## src/rtl/core/rtm_pkg.sv

```systemverilog
// ---------------------------------------------------------------------------
// route table merge package
// types, codes and helper functions shared by the route table merge unit
// ---------------------------------------------------------------------------
package rtm_pkg;

	localparam int TBL_DEPTH_DEF = 128;

	localparam int CALL_W = 48;
	localparam int SSID_W = 4;
	localparam int RTT_W  = 20;
	localparam int PORT_W = 8;
	localparam int STAT_W = 3;
	localparam int OCNT_W = 8;

	localparam logic [RTT_W-1:0] RTT_INF_RST = 20'd60000;

	// apb register map
	localparam int APB_AW = 2;
	localparam int APB_DW = 32;
	localparam logic [APB_AW-1:0] REG_RTT_INF = 2'd0;

	// item modes
	localparam logic MODE_MERGE    = 1'b0;
	localparam logic MODE_WITHDRAW = 1'b1;

	// result status codes
	localparam logic [STAT_W-1:0] ST_UPDATED  = 3'd0;
	localparam logic [STAT_W-1:0] ST_MATCHED  = 3'd1;
	localparam logic [STAT_W-1:0] ST_INSERTED = 3'd2;
	localparam logic [STAT_W-1:0] ST_FULL     = 3'd3;
	localparam logic [STAT_W-1:0] ST_WD_DONE  = 3'd4;

	typedef struct packed {
		logic              mode;
		logic [CALL_W-1:0] callsign;
		logic [SSID_W-1:0] ssid_low;
		logic [SSID_W-1:0] ssid_high;
		logic [RTT_W-1:0]  route_rtt;
		logic [PORT_W-1:0] neighbor_port;
	} item_t;

	typedef struct packed {
		logic [CALL_W-1:0] callsign;
		logic [SSID_W-1:0] ssid_low;
		logic [SSID_W-1:0] ssid_high;
		logic [RTT_W-1:0]  rtt;
		logic [PORT_W-1:0] port;
	} entry_t;

	// controller to datapath
	typedef struct packed {
		logic load;  // capture item, restart walk
		logic rd;    // read entry at walk index
		logic chk;   // evaluate entry read last cycle
		logic tail;  // end of walk: append, full or withdraw done
		logic pub;   // copy result into output register
	} ctl_cmd_t;

	// datapath to controller
	typedef struct packed {
		logic last;  // walk index reached entry count
		logic hit;   // merge item matches entry read last cycle
	} dp_sts_t;

	function automatic logic [7:0] fold_byte(input logic [7:0] c);
		logic [7:0] r;
		r = c;
		if (c >= 8'h41 && c <= 8'h5a) begin
			r = c + 8'h20;
		end
		return r;
	endfunction

	// case-insensitive compare, top byte first, ends equal at a shared zero
	function automatic logic calls_equal(input logic [CALL_W-1:0] a,
			input logic [CALL_W-1:0] b);
		logic       eq;
		logic       done;
		logic [7:0] ca;
		logic [7:0] cb;
		eq   = 1'b1;
		done = 1'b0;
		for (int i = 5; i >= 0; i--) begin
			ca = fold_byte(a[8*i +: 8]);
			cb = fold_byte(b[8*i +: 8]);
			if (!done) begin
				if (ca != cb) begin
					eq   = 1'b0;
					done = 1'b1;
				end else if (ca == 8'h00) begin
					done = 1'b1;
				end
			end
		end
		return eq;
	endfunction

endpackage

```

## src/rtl/core/rtm_regs.sv

```systemverilog
// ---------------------------------------------------------------------------
// route table merge registers
// apb register file holding the unreachable round-trip time
// ---------------------------------------------------------------------------
module rtm_regs import rtm_pkg::*; (
	input  logic              clk,
	input  logic              arst_n,
	input  logic              psel,
	input  logic              penable,
	input  logic              pwrite,
	input  logic [APB_AW-1:0] paddr,
	input  logic [APB_DW-1:0] pwdata,
	output logic [APB_DW-1:0] prdata,
	output logic              pready,
	output logic [RTT_W-1:0]  rtt_inf
);

	logic [RTT_W-1:0] rtt_inf_q;
	logic             wr_en;

	assign pready = 1'b1;
	assign wr_en  = psel && penable && pwrite && pready && (paddr == REG_RTT_INF);

	always_ff @(posedge clk or negedge arst_n) begin
		if (!arst_n) begin
			rtt_inf_q <= RTT_INF_RST;
		end else if (wr_en) begin
			rtt_inf_q <= pwdata[RTT_W-1:0];
		end
	end

	always_comb begin
		prdata = '0;
		if (paddr == REG_RTT_INF) begin
			prdata = APB_DW'(rtt_inf_q);
		end
	end

	assign rtt_inf = rtt_inf_q;

endmodule

```

## config.mk

```make
export PLATFORM = sky130hd
export DESIGN_NAME = rtm_regs
export DESIGN_NICKNAME = d
export VERILOG_FILES = /design/src/rtl/core/rtm_pkg.sv /design/src/rtl/core/rtm_regs.sv
export SDC_FILE = /design/constraint.sdc
export NUM_CORES = 1
export LEC_CHECK = 0
export BUFFER_PORTS_ARGS = -buffer_cell sky130_fd_sc_hd__buf_4
export CORE_MARGIN = 2
export CORE_UTILIZATION = 34
export CTS_CLUSTER_DIAMETER = 150
export DETAILED_ROUTE_END_ITERATION = 12
export GPL_ROUTABILITY_DRIVEN = 1
export PLACE_DENSITY = 0.82
export REMOVE_ABC_BUFFERS = 1
export SLEW_MARGIN = 20
export SYNTH_ARGS = -nofsm -noshare
export SYNTH_HDL_FRONTEND = slang
export SYNTH_SLANG_ARGS = --single-unit
export TNS_END_PERCENT = 100
```

## constraint.sdc

```tcl
create_clock -name clk -period 0.8 [get_ports clk]
set_input_delay 0.16 -clock clk [delete_from_list [all_inputs] [get_ports clk]]
set_output_delay 0.16 -clock clk [all_outputs]
set_load 0.02 [all_outputs]
```

==> reports/metrics.cfg <==
[detailed_routing]
drc = 0
vias_per_cell = 4.11
via_count = 912
firstDrtPassIters = 3
drt_iter0_markers = 7
ant_nets = 0
drt-total-wl_um = 3070
wire_per_inst_um = 13.8

[placed_design]
dpl.cell_count = 189
io_buffers = 66
place.gp.congestion = 0.766
place_ws_ns = -0.476
dp_hpwl_um = 1980

[run_status]
violations = setup timing
status = finished, violations left

[critical_path]
crit_family = flip-flops
r2r_end = rtt_inf[4]$_DFFE_PN0P_
cp.arrival_ns = 1.11
critical_path.cell_chain = and2_1 -> buf_6
cp_num_cells = 2
worstSetupPathType = flop to output pin
end_kind = output pin
crit_fanout = 3
cpPeakStageDelay_ns = 0.56
reg2regPathDepth = 3
path_buf_inv = 1
crit_end = prdata[14]
startpoint = rtt_inf[14]$_DFFE_PN1P_
worstSetupStartpointType = flop
crit_required_ns = 0.64
critPathSlowestCell = dfstp_2
ff2ff_setup_slack_ns = -0.19
r2r_start = rtt_inf[4]$_DFFE_PN0P_

[min_path]
holdCritPathClass = input pin to flop
hp-start = pwdata[17]

[clock_tree]
cts_tree = built
clk_latency_ns = 0.29
clock_sinks = 20
ctsRootBufferMaster = clkbuf_4
cts_buffer_depth = 2
htree_levels = 1
clk_pin_slew_ns = 0.11
cts-buffers-inserted = 3

[cells_and_area]
area_delta_synth_final_pct = 93.7
layout_commonest_cell = buf_6
final_nets = 218
diodes = 0
stdcell_count = 222
fillCellCount = 231
drive_gt1_share_pct = 74.7
mostFrequentLayoutCells = buf_6, buf_4, mux2_4, and2_1
largest_reg_flops = 20

[global_routing]
grt_pass1_wl_um = 4640
track_usage_pct = 17.2
grt_overflow = 0
grt_pass1_vias = 1022
grt_max_degree = 21
antenna_found_initial = 0

[pwr]
cellPowerDensity_nw_per_um2 = 2060
p_leak_nw = 1.07
ir_drop_uv = 1220
p_total_w = 0.00441

[sta]
layout_min_cycle_time_ns = 1.27
setup_violations = 60
finClkSkew_ns = 0
drv_slew = 0
hold_viol_final = 0
fin_crit_sh_pct = 159
max_freq_mhz = 786
rsz0062_at_grt = true
setup_ws_ns = -0.473
final.setup.tns_ns = -16.83

[run]
cap_viol_max_count = 0

[synth]
postSynthAreaPerCell_sq_um = 13.6
ys_warn_count = 0
ys_seq_area_share_pct = 46.1
synthesis.area_sq_um = 1100
ys_ff_latch = 20
syn_inst = 81
yosysUniqueCellTypes = 10

[floorplan]
rows = 20
die_y_um = 61.0
dieArea_sq_um = 3720
pin_count = 92
die_w_um = 61.0
start_util_pct = 35.9
core_area_sq_um = 3080

power by group:
| part | switching, W | total, W | leakage (nW) | internal [W] |
|---|---|---|---|---|
| registers | 0.000191 | 0.00150 | 0.233 | 0.00131 |
| logic | 0.000917 | 0.00242 | 0.822 | 0.00150 |
| clock network | 0.000300 | 0.000493 | 0.0150 | 0.000194 |
cells in the mapped netlist:
library cell / n / area (sq um)
buf_4: 13 / 97.6
clkbuf_1: 2 / 7.51
dfrtp_1: 13 / 325
and4_4: 1 / 11.3
and2_1: 20 / 125
conb_1: 2 / 7.51
mux2_4: 20 / 300
buf_12: 2 / 40.0
dfstp_2: 7 / 184
nor2_2: 1 / 6.26
metrics by stage:
step	hold WS (ns)	area, sq um	util [%]
2_1_floorplan	-0.136	1000	-
3_3_place_gp	0.0436	1610	52.2
3_5_place_dp	0.0526	1610	52.2
4_1_cts	0.0839	2080	67.4
5_1_grt	0.0686	2140	69.5
6_report	0.0904	2140	69.5
cell families (layout without fill, tap and decap cells):
kind of cell | count (synthesis) | after routing | synth area share, %
other | 2 | 13 | 0.680
muxes | 20 | 20 | 27.2
DFF | 20 | 20 | 46.1
and+or+nand+nor | 22 | 22 | 12.9
buffers and inverters | 17 | 103 | 13.1
how the worst min path moves through the flow:
stage	end	slack, ns	cells after the start
final	rtt_inf[17]$_DFFE_PN0P_	0.09	2
after global placement	rtt_inf[3]$_DFFE_PN0P_	0.04	1
after CTS	rtt_inf[17]$_DFFE_PN0P_	0.08	2
after detailed placement	rtt_inf[8]$_DFFE_PN0P_	0.05	1
after floorplan	rtt_inf[0]$_DFFE_PN0P_	-0.14	0
after global routing	rtt_inf[17]$_DFFE_PN0P_	0.07	2
cell type report:
class	count	area [sq um]	share of cell area, %
Timing Repair Buffer	99	1040	48.8
Sequential cell	20	509	23.8
Multi-Input combinational cell	55	504	23.6
Tap cell	44	55.1	2.57
Clock buffer	4	26.3	1.23
repair_timing:
action | CTS | global route
resized for setup | 54 | 12
cloned | 2 | 0
pin swaps | 2 | 2
hold buffers | 1 | 0
setup endpoints to repair | 60 | 60
buffers inserted | 23 | 5
endpoints found under the hold margin | 20 | 0
metal layers:
layer / vias up / share of wire, % / track usage (%)
met5: - / 0 / 0
met4: 0 / 1.1 / 4.66
met3: 4 / 7.9 / 4.48
met2: 53 / 53 / 30.3
met1: 426 / 38 / 20.8
li1: 429 / - / -
No activity file was read; power rests on OpenSTA's default activity.
