<file path="src/rtl/core/rtm_pkg.sv">
// ---------------------------------------------------------------------------
// route table merge package
// types, codes and helper functions shared by the route table merge unit
// ---------------------------------------------------------------------------
package rtm_pkg;

	localparam int TBL_DEPTH_DEF = 128;

	localparam int CALL_W = 48;
	localparam int SSID_W = 4;
	localparam int RTT_W  = 20;
	localparam int PORT_W = 8;
	localparam int STAT_W = 3;
	localparam int OCNT_W = 8;

	localparam logic [RTT_W-1:0] RTT_INF_RST = 20'd60000;

	// apb register map
	localparam int APB_AW = 2;
	localparam int APB_DW = 32;
	localparam logic [APB_AW-1:0] REG_RTT_INF = 2'd0;

	// item modes
	localparam logic MODE_MERGE    = 1'b0;
	localparam logic MODE_WITHDRAW = 1'b1;

	// result status codes
	localparam logic [STAT_W-1:0] ST_UPDATED  = 3'd0;
	localparam logic [STAT_W-1:0] ST_MATCHED  = 3'd1;
	localparam logic [STAT_W-1:0] ST_INSERTED = 3'd2;
	localparam logic [STAT_W-1:0] ST_FULL     = 3'd3;
	localparam logic [STAT_W-1:0] ST_WD_DONE  = 3'd4;

	typedef struct packed {
		logic              mode;
		logic [CALL_W-1:0] callsign;
		logic [SSID_W-1:0] ssid_low;
		logic [SSID_W-1:0] ssid_high;
		logic [RTT_W-1:0]  route_rtt;
		logic [PORT_W-1:0] neighbor_port;
	} item_t;

	typedef struct packed {
		logic [CALL_W-1:0] callsign;
		logic [SSID_W-1:0] ssid_low;
		logic [SSID_W-1:0] ssid_high;
		logic [RTT_W-1:0]  rtt;
		logic [PORT_W-1:0] port;
	} entry_t;

	// controller to datapath
	typedef struct packed {
		logic load;  // capture item, restart walk
		logic rd;    // read entry at walk index
		logic chk;   // evaluate entry read last cycle
		logic tail;  // end of walk: append, full or withdraw done
		logic pub;   // copy result into output register
	} ctl_cmd_t;

	// datapath to controller
	typedef struct packed {
		logic last;  // walk index reached entry count
		logic hit;   // merge item matches entry read last cycle
	} dp_sts_t;

	function automatic logic [7:0] fold_byte(input logic [7:0] c);
		logic [7:0] r;
		r = c;
		if (c >= 8'h41 && c <= 8'h5a) begin
			r = c + 8'h20;
		end
		return r;
	endfunction

	// case-insensitive compare, top byte first, ends equal at a shared zero
	function automatic logic calls_equal(input logic [CALL_W-1:0] a,
			input logic [CALL_W-1:0] b);
		logic       eq;
		logic       done;
		logic [7:0] ca;
		logic [7:0] cb;
		eq   = 1'b1;
		done = 1'b0;
		for (int i = 5; i >= 0; i--) begin
			ca = fold_byte(a[8*i +: 8]);
			cb = fold_byte(b[8*i +: 8]);
			if (!done) begin
				if (ca != cb) begin
					eq   = 1'b0;
					done = 1'b1;
				end else if (ca == 8'h00) begin
					done = 1'b1;
				end
			end
		end
		return eq;
	endfunction

endpackage

</file>
<file path="src/rtl/core/rtm_ctrl.sv">
// ---------------------------------------------------------------------------
// route table merge controller
// sequences the table walk and the item and result handshakes
// ---------------------------------------------------------------------------
module rtm_ctrl import rtm_pkg::*; (
	input  logic     clk,
	input  logic     arst_n,
	input  logic     in_valid,
	output logic     in_ready,
	output logic     out_valid,
	input  logic     out_ready,
	output ctl_cmd_t cmd,
	input  dp_sts_t  sts
);

	localparam logic [1:0] S_IDLE = 2'd0;
	localparam logic [1:0] S_SCAN = 2'd1;
	localparam logic [1:0] S_FIN  = 2'd2;

	logic [1:0] state_q;
	logic [1:0] state_d;
	logic       pend_q;
	logic       pend_d;
	logic       out_valid_q;

	assign in_ready  = (state_q == S_IDLE);
	assign out_valid = out_valid_q;

	always_comb begin
		cmd     = '0;
		state_d = state_q;
		pend_d  = pend_q;
		case (state_q)
			S_IDLE: begin
				if (in_valid) begin
					cmd.load = 1'b1;
					pend_d   = 1'b0;
					state_d  = S_SCAN;
				end
			end
			S_SCAN: begin
				cmd.chk = pend_q;
				if (pend_q && sts.hit) begin
					// first match ends a merge walk
					pend_d  = 1'b0;
					state_d = S_FIN;
				end else if (!sts.last) begin
					cmd.rd = 1'b1;
					pend_d = 1'b1;
				end else if (pend_q) begin
					pend_d = 1'b0;
				end else begin
					cmd.tail = 1'b1;
					state_d  = S_FIN;
				end
			end
			S_FIN: begin
				if (!out_valid_q || out_ready) begin
					cmd.pub = 1'b1;
					state_d = S_IDLE;
				end
			end
			default: begin
				state_d = S_IDLE;
				pend_d  = 1'b0;
			end
		endcase
	end

	always_ff @(posedge clk or negedge arst_n) begin
		if (!arst_n) begin
			state_q     <= S_IDLE;
			pend_q      <= 1'b0;
			out_valid_q <= 1'b0;
		end else begin
			state_q <= state_d;
			pend_q  <= pend_d;
			if (cmd.pub) begin
				out_valid_q <= 1'b1;
			end else if (out_ready) begin
				out_valid_q <= 1'b0;
			end
		end
	end

endmodule

</file>
<file path="config.mk">
export PLATFORM = sky130hd
export DESIGN_NAME = rtm_ctrl
export DESIGN_NICKNAME = d
export VERILOG_FILES = /design/src/rtl/core/rtm_pkg.sv /design/src/rtl/core/rtm_ctrl.sv
export SDC_FILE = /design/constraint.sdc
export NUM_CORES = 1
export LEC_CHECK = 0
export BUFFER_PORTS_ARGS = -buffer_cell sky130_fd_sc_hd__buf_2
export CAP_MARGIN = 15
export CORE_AREA = 2 2 39 41
export DETAILED_ROUTE_END_ITERATION = 7
export DIE_AREA = 0 0 41 43
export GPL_ROUTABILITY_DRIVEN = 0
export GPL_TIMING_DRIVEN = 0
export MAX_ROUTING_LAYER = met4
export PLACE_DENSITY = 0.36
export SETUP_SLACK_MARGIN = 0.5
export SLEW_MARGIN = 30
export SYNTH_ARGS = -nofsm -noshare
export SYNTH_HDL_FRONTEND = slang
export SYNTH_SLANG_ARGS = --single-unit
</file>
<file path="constraint.sdc">
create_clock -name clk -period 1.7 [get_ports clk]
set_clock_uncertainty 0.2 [all_clocks]
set_input_delay 0.255 -clock clk [delete_from_list [all_inputs] [get_ports clk]]
set_output_delay 0.255 -clock clk [all_outputs]
set_load 0.01 [all_outputs]
</file>
==> qor.yml <==
routing:
  detail_route.wirelength_microns: 630
  vias_cell: 4.095
  post_drt_wl_per_cell_microns: 10.00
  vias: 258
  post-route-drc-count: 0
  route.antenna.remaining_nets: 0
  drt_first_pass_iters: 2
  detailedRoute.firstIterationViolations: 2
place:
  post-dp-hpwl_microns: 435.9
  placedCellCount: 51
  dpl_cell_area_sq_um: 340.3
  placement.io_buffers: 12
  pre_cts_ws_ps: 255.4
timing:
  min_period_ps: 1553
  final-setup-viol-count: 0
  timing_hold_violations_final: 0
  clock.fmax_mhz: 644.0
  max_slew.worst_pin.slew_ps: 219.4
  grt_setup_unrepaired: "yes"
  finalSetupTns_ps: 0
  post-route-period-util: 0.9134
  timing.max_slew.rel_slack: 0.8495
  layout_setup_ws_ps: 147.1
  drv_slew: 0
clock_network:
  path_clk_slew_ps: 40
  cts_max_path_buffers: 2
  tritoncts: "built"
  clock_tree.htree_level_count: 1
  clkLatencyLatePin_ps: 240
  cts_buffers: 3
  numClockSinks: 4
  cts_root_buffer: "sky130_fd_sc_hd__clkbuf_4"
yosys:
  ys_async_sr_fraction: 1.000
  synth_area_leaders: "sky130_fd_sc_hd__dfrtp_1 (41%), sky130_fd_sc_hd__nor3b_2 (10%), sky130_fd_sc_hd__nand2b_1 (7.6%)"
  syn-instance-count: 23
  syn_area_cell_sq_um: 10.72
  syn_nets: 29
  ys.warnings.count: 0
  yosysUniqueCellTypes: 17
  yosys.cell_count.top_type: "sky130_fd_sc_hd__dfrtp_1"
  synth_top_area_cell: "sky130_fd_sc_hd__dfrtp_1"
  ys_ff_latch: 4
  netlist_area_sq_um: 246.5
  post_synth_most_frequent_cells: "sky130_fd_sc_hd__dfrtp_1 (4), sky130_fd_sc_hd__nand2b_1 (3), sky130_fd_sc_hd__nor3b_2 (2)"
  synth_edf_count: 0
  synth_seq_area_share: 0.4061
  post-synth-top-area-fraction: 0.4061
  synth_top_flop_cell: "sky130_fd_sc_hd__dfrtp_1"
floorplanning:
  floorplan.rows: 14
  die_w_microns: 41
  die_y_microns: 43
  ioPinCount: 13
  fp.dieArea_sq_um: 1763
  core_area_sq_um: 1384
  initial_utilization: 0.1781
critical_path:
  critical_path.endpoint_type: "output port"
  worst-path-buf-inv: 2
  crit_path_max_incr_delay_ps: 400
  setup.worst_path.start_class: "flip-flop"
  cp_slowest_cell: "sky130_fd_sc_hd__dfrtp_2"
  worst_ep_required_time_ps: 1240
  crit_path_cell_trace: "nand2b_4 > nor3_2 > buf_4 > buf_6"
  worstSetupPathType: "reg2out"
  cp_max_fo: 4
  arrival_ps: 1100
  largest_delay_contributor_family_on_the_critical_path: "flip-flops"
job:
  maxCapViolations: 0
cells_and_area:
  fillCellCount: 152
  finalNonFillerCells: 63
  antenna-diode-count: 0
  design.final.nets: 54
  growth_of_design_area_from_synthesis_to_finish_pct: 85.79
  final_area_sq_um: 457.9
  layout-drive-gt1-share: 0.7447
min_path:
  worstHoldPathType: "in2reg"
power_and_ir_drop:
  vdd_ir_drop_max_v: 0.0005506
  leakage_nw: 0.2307
  power_density_nw_per_um2: 1652
grt:
  first_pass_grt_wire_length_microns: 993
  globalRoute.totalOverflow: 0
  grt_start_max_net_pins: 8
  grt_antenna_before_repair: 0
  gr-usage-all-layers: 0.08866
  number_of_global_route_vias_before_repair: 263
run_status:
  outcome: "finished, final reports clean"
## sequential cells by signal, indices dropped and copies added (netlist names)
name	cells
out_valid	1
pend_q	1
state_q	2
## final cells by class
type / count / area (sq um) / area share
tap: 16 / 20.02 / 0.04372
clock buffer: 4 / 26.28 / 0.05738
inverter: 1 / 3.754 / 0.008197
sequential: 4 / 102.6 / 0.2240
multi-input combinational: 17 / 157.7 / 0.3443
timing repair buffer: 20 / 140.1 / 0.3060
buffer: 1 / 7.507 / 0.01639
## worst reg2reg max path, cell delays in order, from the launching register on
cell and delay (ps):
sky130_fd_sc_hd__dfrtp_2 350, sky130_fd_sc_hd__buf_6 120, sky130_fd_sc_hd__nor3b_2 50, sky130_fd_sc_hd__buf_4 130
sky130_fd_sc_hd__buf_6 100, sky130_fd_sc_hd__buf_6 100, sky130_fd_sc_hd__a31o_1 170
## routing by layer
metal	global-route usage	up-vias	share of wire	wire, microns
met5	-	-	0	0
met4	0.06000	0	0	0
met3	0.03141	0	0.063	40
met2	0.1375	6	0.57	361
met1	0.08738	123	0.36	228
li1	-	129	-	-
## worst paths after layout
| check | start | endpoint | slack, ps | cells after the start |
|---|---|---|---|---|
| worst min-delay path | sts[1] | pend_q | 90 | 2 |
| worst max register to register | state_q[1] | state_q[0] | 360 | 6 |
| worst min register to register | out_valid | out_valid | 310 | 2 |
| worst max-delay path | state_q[1] | cmd[3] | 150 | 4 |
| max in group asynchronous | arst_n | state_q[1] | 1020 | 2 |
| min in group asynchronous | arst_n | pend_q | 150 | 2 |
## stage by stage
step	hold WS, ps	util	power, mW
after floorplan	-240.6	-	0.3932
after global placement	-138.3	0.2459	0.4889
after detailed placement	-138.1	0.2459	0.4919
after CTS	74.53	0.3255	0.7509
after global routing	90.58	0.3309	0.8222
final	90.02	0.3309	0.7567
## cells in the final DEF, fill, tap and decap left out
master and count:
sky130_fd_sc_hd__nor2_1 1, sky130_fd_sc_hd__mux2i_1 1, sky130_fd_sc_hd__inv_2 1, sky130_fd_sc_hd__buf_4 5, sky130_fd_sc_hd__o32ai_2 1, sky130_fd_sc_hd__dfrtp_2 2
sky130_fd_sc_hd__and2_4 1, sky130_fd_sc_hd__buf_2 11, sky130_fd_sc_hd__o22ai_1 1, sky130_fd_sc_hd__nor3_2 1, sky130_fd_sc_hd__a31o_1 1, sky130_fd_sc_hd__dlygate4sd3_1 1
sky130_fd_sc_hd__and2b_4 1, sky130_fd_sc_hd__nor3b_2 2, sky130_fd_sc_hd__and3_1 1, sky130_fd_sc_hd__nor2b_2 1, sky130_fd_sc_hd__dfrtp_1 2, sky130_fd_sc_hd__buf_6 4
sky130_fd_sc_hd__clkbuf_4 3, sky130_fd_sc_hd__nand2b_1 2, sky130_fd_sc_hd__clkbuf_1 1, sky130_fd_sc_hd__nand2b_4 2, sky130_fd_sc_hd__nand2_1 1
## report_power, final
part           switching, mW  total (mW)  leakage (nW)  internal, mW
combinational          0.184       0.446         0.166         0.262
sequential            0.0430       0.184        0.0492         0.141
clock                 0.0389       0.127        0.0150        0.0881
total                  0.266       0.757         0.231         0.490
## repair_timing
item / 4_1_cts / 5_1_grt
resized for setup: 6 / 2
setup endpoints to repair: 6 / 9
pin swaps: 6 / 0
setup buffers: 7 / 0
hold buffers: 1 / 0
hold endpoints to repair: 4 / 0
## kinds of logic (layout without fill, tap and decap cells)
group / Yosys count / count (layout) / share of synthesized area
mux: 1 / 1 / 0.04061
simple gates: 13 / 13 / 0.3807
compound gates: 3 / 3 / 0.1269
flops: 4 / 4 / 0.4061
buf+inv: 2 / 26 / 0.04568
(Power assumes the default switching activity.)
